===== src/rtl/rlf_pkg.sv =====
package rlf_pkg;

  localparam int unsigned ChannelsDefault = 16;
  localparam int unsigned AddrChannels    = 16;

  localparam int unsigned LevelW    = 8;
  localparam int unsigned StepW     = 4;
  localparam int unsigned ChanW     = 4;
  localparam int unsigned CountW    = 8;
  localparam int unsigned RandW     = 7;
  localparam int unsigned StepRandW = 3;
  localparam int unsigned DelayW    = 8;
  localparam int unsigned PeakBaseW = 7;
  localparam int unsigned CfgDataW  = 8;
  localparam int unsigned CfgIdxW   = 1;
  localparam int unsigned SinkW     = 8;

  localparam logic [DelayW-1:0]    DelayBaseRst = 8'd127;
  localparam logic [PeakBaseW-1:0] PeakBaseRst  = 7'd100;

  typedef enum logic [CfgIdxW-1:0] {
    CfgDelayBase = 1'b0,
    CfgPeakBase  = 1'b1
  } cfg_idx_e;

  typedef enum logic {
    ReqPwm  = 1'b0,
    ReqFade = 1'b1
  } req_e;

endpackage


===== src/rtl/random_led_fader.sv =====
// Channel  Direction  Handshake              Payload
// in       sink       in_valid_i/in_ready_o  req_type, timer_count, channel, *_random
// out      source     out_valid_o/out_ready_i sink_low, sink_high, channel_level
// cfg      sink       cfg_we_i               cfg_idx_i, cfg_wdata_i
//
// One word per cycle: a word is accepted whenever the output register is
// empty or being drained; its result appears in the output register on the
// next cycle. Channel state is updated in that same edge (read-modify-write
// in one pass). Reset clears all channel state and loads the base registers.
// A stalled output holds its word and holds off input for as long as it stalls.
module random_led_fader #(
  parameter int unsigned CHANNELS = rlf_pkg::ChannelsDefault
) (
  input  logic                           clk_i,
  input  logic                           rst_ni,
  input  logic                           in_valid_i,
  output logic                           in_ready_o,
  input  logic                           req_type_i,
  input  logic [rlf_pkg::CountW-1:0]     timer_count_i,
  input  logic [rlf_pkg::ChanW-1:0]      channel_i,
  input  logic [rlf_pkg::RandW-1:0]      delay_random_i,
  input  logic [rlf_pkg::StepRandW-1:0]  step_random_i,
  input  logic [rlf_pkg::RandW-1:0]      peak_random_i,
  output logic                           out_valid_o,
  input  logic                           out_ready_i,
  output logic [rlf_pkg::SinkW-1:0]      sink_low_o,
  output logic [rlf_pkg::SinkW-1:0]      sink_high_o,
  output logic [rlf_pkg::LevelW-1:0]     channel_level_o,
  input  logic                           cfg_we_i,
  input  logic [rlf_pkg::CfgIdxW-1:0]    cfg_idx_i,
  input  logic [rlf_pkg::CfgDataW-1:0]   cfg_wdata_i
);
  import rlf_pkg::*;

  // only the first sixteen channels are addressable or visible
  localparam int unsigned NumCh = (CHANNELS < AddrChannels) ? CHANNELS : AddrChannels;
  localparam int unsigned IdxW  = (NumCh > 1) ? $clog2(NumCh) : 1;

  logic [DelayW-1:0]    delay_base_q;
  logic [PeakBaseW-1:0] peak_base_q;

  logic [LevelW-1:0] level_q [NumCh];
  logic [StepW-1:0]  step_q  [NumCh];
  logic              down_q  [NumCh];
  logic [DelayW-1:0] delay_q [NumCh];
  logic [LevelW-1:0] peak_q  [NumCh];

  logic              out_valid_q;
  logic [SinkW-1:0]  sink_low_q, sink_high_q;
  logic [LevelW-1:0] chan_lvl_q;

  logic              accept;
  logic              is_fade;
  logic              in_range;
  logic [IdxW-1:0]   idx;

  logic [LevelW-1:0] cur_lvl, lvl_d;
  logic [StepW-1:0]  cur_step, step_d;
  logic              cur_down, down_d;
  logic [DelayW-1:0] cur_delay, delay_d;
  logic [LevelW-1:0] cur_peak, peak_d;
  logic [DelayW:0]   delay_sum;

  logic [2*SinkW-1:0] sink_all;

  assign in_ready_o = !out_valid_q || out_ready_i;
  assign accept     = in_valid_i && in_ready_o;
  assign is_fade    = (req_e'(req_type_i) == ReqFade);
  assign in_range   = ({1'b0, channel_i} < (ChanW+1)'(NumCh));
  assign idx        = channel_i[IdxW-1:0];

  always_ff @(posedge clk_i or negedge rst_ni) begin
    if (!rst_ni) begin
      delay_base_q <= DelayBaseRst;
      peak_base_q  <= PeakBaseRst;
    end else if (cfg_we_i) begin
      case (cfg_idx_e'(cfg_idx_i))
        CfgDelayBase: delay_base_q <= cfg_wdata_i;
        CfgPeakBase:  peak_base_q  <= cfg_wdata_i[PeakBaseW-1:0];
        default:      ;
      endcase
    end
  end

  // fade step
  always_comb begin
    cur_lvl   = in_range ? level_q[idx] : '0;
    cur_step  = in_range ? step_q[idx]  : '0;
    cur_down  = in_range ? down_q[idx]  : 1'b0;
    cur_delay = in_range ? delay_q[idx] : '0;
    cur_peak  = in_range ? peak_q[idx]  : '0;
    delay_sum = {1'b0, delay_base_q} + (DelayW+1)'(delay_random_i);

    lvl_d   = cur_lvl;
    step_d  = cur_step;
    down_d  = cur_down;
    delay_d = cur_delay;
    peak_d  = cur_peak;

    if (cur_step != '0) begin
      lvl_d = cur_down ? cur_lvl - LevelW'(cur_step) : cur_lvl + LevelW'(cur_step);
      if (lvl_d > cur_peak) begin
        down_d = !cur_down;
      end else if (lvl_d == '0) begin
        step_d = '0;
        down_d = 1'b0;
      end
    end else if (cur_delay != '0) begin
      delay_d = cur_delay - 1'b1;
    end else begin
      delay_d = delay_sum[DelayW] ? '1 : delay_sum[DelayW-1:0];
      step_d  = StepW'(step_random_i) + 1'b1;
      down_d  = 1'b0;
      peak_d  = LevelW'(peak_base_q) + LevelW'(peak_random_i);
    end
  end

  always_ff @(posedge clk_i or negedge rst_ni) begin
    if (!rst_ni) begin
      for (int i = 0; i < NumCh; i++) begin
        level_q[i] <= '0;
        step_q[i]  <= '0;
        down_q[i]  <= 1'b0;
        delay_q[i] <= '0;
        peak_q[i]  <= '0;
      end
    end else if (accept && is_fade && in_range) begin
      level_q[idx] <= lvl_d;
      step_q[idx]  <= step_d;
      down_q[idx]  <= down_d;
      delay_q[idx] <= delay_d;
      peak_q[idx]  <= peak_d;
    end
  end

  // PWM compare; sink_all[15] is channel 0
  for (genvar p = 0; p < 2*SinkW; p++) begin : g_pwm
    if (p < NumCh) begin : g_live
      assign sink_all[2*SinkW-1-p] = (timer_count_i >= level_q[p]);
    end else begin : g_absent
      assign sink_all[2*SinkW-1-p] = 1'b1;
    end
  end

  always_ff @(posedge clk_i or negedge rst_ni) begin
    if (!rst_ni) begin
      out_valid_q <= 1'b0;
    end else if (accept) begin
      out_valid_q <= 1'b1;
    end else if (out_ready_i) begin
      out_valid_q <= 1'b0;
    end
  end

  always_ff @(posedge clk_i) begin
    if (accept) begin
      sink_low_q  <= is_fade ? '0 : sink_all[2*SinkW-1:SinkW];
      sink_high_q <= is_fade ? '0 : sink_all[SinkW-1:0];
      chan_lvl_q  <= (is_fade && in_range) ? lvl_d : '0;
    end
  end

  assign out_valid_o     = out_valid_q;
  assign sink_low_o      = sink_low_q;
  assign sink_high_o     = sink_high_q;
  assign channel_level_o = chan_lvl_q;

  logic step_ok;
  always_comb begin
    step_ok = 1'b1;
    for (int i = 0; i < NumCh; i++) begin
      if (step_q[i] > StepW'(8)) step_ok = 1'b0;
      if (step_q[i] == '0 && down_q[i]) step_ok = 1'b0;
    end
  end

  a_step_sane: assert property (@(posedge clk_i) disable iff (!rst_ni) step_ok)
    else $error("step magnitude or direction out of range");

  a_pwm_no_level: assert property (@(posedge clk_i) disable iff (!rst_ni)
    accept && !is_fade |=> out_valid_o && channel_level_o == '0)
    else $error("PWM word carries a channel level");

  a_fade_no_sink: assert property (@(posedge clk_i) disable iff (!rst_ni)
    accept && is_fade |=> out_valid_o && sink_low_o == '0 && sink_high_o == '0)
    else $error("fade word carries sink bits");

  a_no_overwrite: assert property (@(posedge clk_i) disable iff (!rst_ni)
    out_valid_o && !out_ready_i |=> out_valid_o && $stable(channel_level_o))
    else $error("pending word lost");

endmodule


===== config.mk =====
export PLATFORM = sky130hd
export DESIGN_NAME = random_led_fader
export DESIGN_NICKNAME = d
export VERILOG_FILES = /design/src/rtl/rlf_pkg.sv /design/src/rtl/random_led_fader.sv
export SDC_FILE = /design/constraint.sdc
export NUM_CORES = 1
export LEC_CHECK = 0
export BUFFER_PORTS_ARGS = -buffer_cell sky130_fd_sc_hd__buf_2
export CELL_PAD_IN_SITES_DETAIL_PLACEMENT = 2
export CELL_PAD_IN_SITES_GLOBAL_PLACEMENT = 2
export CORE_MARGIN = 3
export CORE_UTILIZATION = 35
export DETAILED_ROUTE_END_ITERATION = 10
export PLACE_DENSITY_LB_ADDON = 0.08
export REMOVE_ABC_BUFFERS = 1
export SYNTH_ARGS = -nofsm -noshare
export SYNTH_HDL_FRONTEND = slang
export SYNTH_SLANG_ARGS = --single-unit

===== constraint.sdc =====
create_clock -name clk_i -period 12.7 [get_ports clk_i]
set_clock_uncertainty 0.1 [all_clocks]
set_input_delay 2.54 -clock clk_i [delete_from_list [all_inputs] [get_ports clk_i]]
set_output_delay 2.54 -clock clk_i [all_outputs]
set_load 0.05 [all_outputs]

Yosys cells after proc, flatten, opt, wreduce, memory -nomap -nowiden
Index checks and enable logic that the tools add are counted.
{ "totals": {"mem_bits_ro": 0, "latch_bits": 0, "mem_bits_rw": 0, "reg_bits": 504, "elab_cells": 168, "memories": 0} }
{ "op_classes": {"n_lt_le_gt_ge": 19, "eq_ne": 0, "n_mul": 0, "shift": 0, "mux": 43, "div_mod_pow": 0, "reduce_logical": 12, "n_addsub": 6, "bitwise": 2} }
{ "op_table": {"columns": ["operator", "n"], "rows": [
  ["bitwise mux 128 bit", 3],
  [">= comparator 8 bit", 16],
  ["2-to-1 mux 8 bit", 14],
  ["binary-select mux 8 bit (select 4 bit)", 3],
  ["bitwise mux 64 bit", 1],
  ["demux 8 bit (select 4 bit)", 1],
  ["2-to-1 mux 4 bit", 7],
  ["binary-select mux 4 bit (select 4 bit)", 1],
  ["bitwise mux 16 bit", 1],
  ["demux 4 bit (select 4 bit)", 1],
  ["adder 8 x 7 -> 9 bit", 1],
  ["2-to-1 mux 1 bit", 9],
  ["adder 7 x 7 -> 8 bit", 1],
  ["adder 8 x 4 -> 8 bit", 1],
  ["> comparator 8 bit", 1],
  ["logical NOT 8 bit", 1],
  ["nonzero test 8 bit", 1],
  ["subtractor 8 x 1 -> 8 bit (second input constant)", 1],
  ["subtractor 8 x 4 -> 8 bit", 1],
  [">= comparator 5 bit (second input constant)", 1],
  ["less-than comparator 5 x 1 -> 1 bit (second input constant)", 1],
  ["inverter 4 -> 5 bit", 1],
  ["adder 3 x 1 -> 4 bit (second input constant)", 1],
  ["binary-select mux 1 bit (select 4 bit)", 1],
  ["8 further kinds", 12]
]} }

Longest topological paths before layout
{ "depth": {"word_depth": 11, "mapped_depth": 29, "mapped_depth_nobuf": 22} }

Worst setup path after synthesis
Ideal clock, no wire load.
{ "synth_timing": {"path_type": "in2reg", "startpoint": "in channel_i[0] (netlist name)", "endpoint": "reg down_q[10] (netlist name)", "required_ns": 12.475, "arrival_ns": 8.822, "cell_stages": 28, "setup_slack_ns": 3.654, "n_path_buf": 9, "cell_sequence": "buf_4 > buf_4 > buf_4 > buf_4 > buf_4 > buf_2 > buf_2 > buf_2 > mux4_2 > mux4_2 > inv_1 > ha_1 > nor2b_1 > o21ai_0 > a21boi_0 > o31a_1 > nor2_1 > maj3_1 > xor2_1 > ha_1 > nand4_1 > a21oi_1 > o22a_1 > or3_1 > nor3_1 > o21ai_1 > clkbuf_1 > mux2_2"} }
{ "synth_between": {"elab_chain_cells": 11, "word_cells_on_any_way": 34, "cone_classes": "2 x add/sub; 3 x order compare; 23 x mux; 1 x bitwise; 5 x reduce/logical"} }
{ "synth_rtl": {"columns": ["element", "line", "text"], "rows": [
  ["start: declaration", "random_led_fader.sv:20", "input logic [rlf_pkg::ChanW-1:0] channel_i,"],
  ["inverter 4 -> 5 bit (not written as such) *", null, null],
  ["branches (longest 9 deep; another with adder 8 x 4 -> 8 bit)", null, null],
  ["bitwise mux 16 bit *", "random_led_fader.sv:130", "down_q[idx] <= down_d;"],
  ["end signal: indexed assignment", "random_led_fader.sv:130", null],
  ["end: declaration", "random_led_fader.sv:44", "logic down_q [NumCh];"]
]} }
Mark *: on every way between the ends. The select of a mux whose other input is x is not followed.
A chain may end at the register's enable or synchronous reset.

Worst setup path in the final report
{ "layout_timing": {"startpoint": "in channel_i[1] (netlist name)", "endpoint": "reg down_q[9] (netlist name)"} }
The elaborated chain is that of the path after synthesis.

==> results.cfg <==
[status]
outcome = completed

[placed_design]
gp_congestion = 0.7600
hpwl_mm = 52.61
portBuffers = 69

[routing]
firstDrtPassIters = 4
drt_iter0_markers = 805
vias = 18160
postRouteAntennaNets = 0
wire_per_inst_um = 24.92
drt-total-wl_mm = 82.84
drc_errors = 0
vias_per_cell = 5.464

[clocking]
clkTransAtPathRegs_ns = 0.06
ctsHtreeMaxLevel = 2
cts_resized = 0
clock_path_buffers = 3
numCtsBuffers = 61
postCtsHoldBufs = 0
cts_tree = built
cts_root_buf = clkbuf_16
cts_num_sinks = 504
post_cts_buffers = 0
insertion_delay_ns = 0.66

[logic_synthesis]
synth_area_per_cell_um2 = 11.46
synth.distinct_cells = 63
netlist_instances = 2298
ys_seq_elements = 504
synth_ff_type = dfrtp_1
synth_area_leaders = dfrtp_1 (45%), mux4_2 (12%), ha_1 (7.6%), mux2_2 (6.9%), a21oi_1 (4.9%)
synth_seq_area_share_pct = 48.38
syn_area_um2 = 26340
synth_fa_ha_area_share_pct = 7.865
synth_top_family_by_area = multiplexers
synthXorXnorAreaFrac_pct = 0.4987
synthMuxAreaShare_pct = 19.63
synth_warnings = 0
synth-simple-area-share_pct = 7.651
synth_top_area_cell = dfrtp_1
synth_edf_count = 24
synth_compound_area_share_pct = 11.28
synthDominantCellAreaShare_pct = 44.64
synthArstFlopShare_pct = 95.24

[timing]
tightest_slew_ns = 1.291
slew_headroom_pct = 13.96
finalCriticalPeriod_ns = 9.403
setup_viol = 0
max_freq_ghz = 0.1063
fin_tns_setup_ns = 0
hold_violations = 0
fin_hold_ws_ns = 0.3793
drv_slew = 0
fin_crit_sh_pct = 74.04
rsz0062_at_grt = no

[global_route]
grt_max_degree = 161
grt_pass1_wl_mm = 129.4
track_usage_pct = 21.52
antenna_found_initial = 0
overflow = 0
grt_pass1_vias = 20480

[setup_path]
critical_path_peak_fanout = 45
crit_chain = buf_6 > buf_4 > mux4_2 > mux4_2 > inv_1 > ha_1 > nor2b_1 > a22oi_1 > o21a_1 > inv_1 > ha_1 > a21boi_0 > o21ai_0 > nand2_1 > xor2_1 > ha_1 > nor2b_1 > o21ai_0 > nand2b_1 > o22a_1 > or3_1 > nor3_1 > o21ai_1 > mux2_2
cp_top_family = compound AO/OA/AOI/OAI gates
start_kind = primary input
worstPathArrival_ns = 9.83
path_buf_inv = 4
end_kind = flop
crit_path_top_delay_cell = nor3_1
worstPathRequired_ns = 13.13
crit_type = in2reg
cpMostUsedCell = ha_1
slowest_delay_ns = 0.76

[floorplanning]
initial_core_util_pct = 35.74
dieArea_um2 = 78600
die_h_um = 280.4
coreArea_um2 = 73700
ios = 70
core.rowCount = 99
die_w_um = 280.4

[cells_and_area]
drive_above_1_share_pct = 23.52
fin_nets = 2522
utilization_pct = 40.37
area_growth_pct = 12.95

[job]
drv_cap = 0

[power]
ir_drop_v = 0.0001156
leakage_nw = 13.66
p_per_area_nw_per_um2 = 221.0

[min_path]
holdCritPathClass = reg2reg
## Yosys cell counts, types with 2 or more instances
library cell and number:
buf_2 24, dfrtp_1 470, nor2_2 3, a21oi_1 258, fa_1 3, or3_1 5, ha_1 160, nand2b_1 24
nand3_1 5, mux2i_1 18, nor2_1 298, nand2_1 105, mux2_2 162, and2_1 2, dfstp_2 10, buf_6 3
a22oi_1 4, nor3b_1 4, nand4_1 4, nor3_1 10, mux2_1 2, a21oi_4 2, a21oi_2 4, o21bai_1 3
edfxtp_1 24, o21ai_1 3, a21o_1 100, or4_1 2, nor3_2 2, a31oi_1 13, clkbuf_1 104, o21a_1 7
buf_1 12, xor2_1 2, xnor2_1 13, o211ai_1 3, o21ai_0 93, inv_1 149, a21boi_0 3, mux4_2 138
nor2b_1 12, buf_4 11, o21ai_2 2, o31ai_1 3
## logic make-up after synthesis
group	count (synthesis)
xor+xnor	15
mux	322
buf+inv	304
compound gates	507
fa+ha+maj	164
simple gates	482
flops	504
## worst min-delay path, cell delays in order (launching register included)
cell     delay (ns)
dfrtp_1        0.34
nand2_1        0.05
o21ai_0        0.06
## final cells by class
cell class                 count  area [um^2]
timing repair buffer         109        698.2
antenna                        1        2.502
clock inverter                19        236.5
multi-input combinational   1490        12480
tap                          959         1200
fill                        7535        43950
inverter                     149        559.3
sequential                   504        12740
clock buffer                  93         1837
## placed cells by master, fill, tap and decap left out, types with 4 or more instances in the layout
cell	count
edfxtp_1	24
nand2_1	102
a21o_1	100
dfrtp_1	470
nor2b_1	12
nor3_1	7
mux2_2	162
inv_1	149
mux4_2	138
clkbuf_16	61
clkbuf_8	20
buf_4	39
nand2b_1	24
nor2_4	9
clkbuf_1	13
ha_1	160
a21oi_2	4
a31oi_1	12
dfstp_2	10
nor2_1	289
o21a_1	7
xnor2_1	13
mux2i_1	18
nand4_1	4
buf_2	65
a21oi_1	258
clkinv_2	11
or3_1	5
nand3_1	4
o21ai_0	93
nor3b_1	4
a22oi_1	4
## through the flow
| stage | setup slack, ns | cell area, um^2 | std cells | total power, mW |
|---|---|---|---|---|
| floorplan | 4.894 | 25670 | 2143 | 3.904 |
| global placement | 3.093 | 27680 | 3211 | 4.688 |
| detailed placement | 2.728 | 27680 | 3211 | 4.836 |
| CTS | 3.420 | 29750 | 3323 | 6.684 |
| global route | 2.789 | 29750 | 3323 | 7.080 |
| finish | 3.297 | 29750 | 3324 | 6.577 |
## registers in the layout, summed over array words and instances, names as in the netlist
| signal | flops |
|---|---|
| sink_low_o | 8 |
| step_q | 64 |
| sink_high_o | 8 |
| down_q | 16 |
| level_q | 128 |
| peak_q | 128 |
| delay_q | 128 |
| out_valid_o | 1 |
| peak_base_q | 7 |
| channel_level_o | 8 |
| delay_base_q | 8 |
## power by group
part           total, mW  internal, mW  switching (mW)
Clock               1.79          1.06           0.731
Combinational       2.43         0.972            1.45
Sequential          2.36          2.08           0.282
Total               6.58          4.11            2.47
## worst paths after layout
path,startpoint,endpoint,slack [ns],cells past startpoint
max in group asynchronous,rst_ni,delay_q[21],8.38,3
min in group asynchronous,rst_ni,level_q[41],1.81,1
setup / recovery,channel_i[1],down_q[9],3.30,24
setup reg to reg,step_q[17],down_q[9],5.79,22
hold reg to reg,peak_q[46],peak_q[46],0.38,2
hold / removal,peak_q[46],peak_q[46],0.38,2
## metal layers
layer	vias up	global-route usage, %	wire, um
li1	8119	-	-
met2	198	35.64	39610
met5	-	0	0
met4	0	4.689	1611
met1	9752	30.60	39390
met3	94	2.338	2228
(Power assumes the default switching activity.)
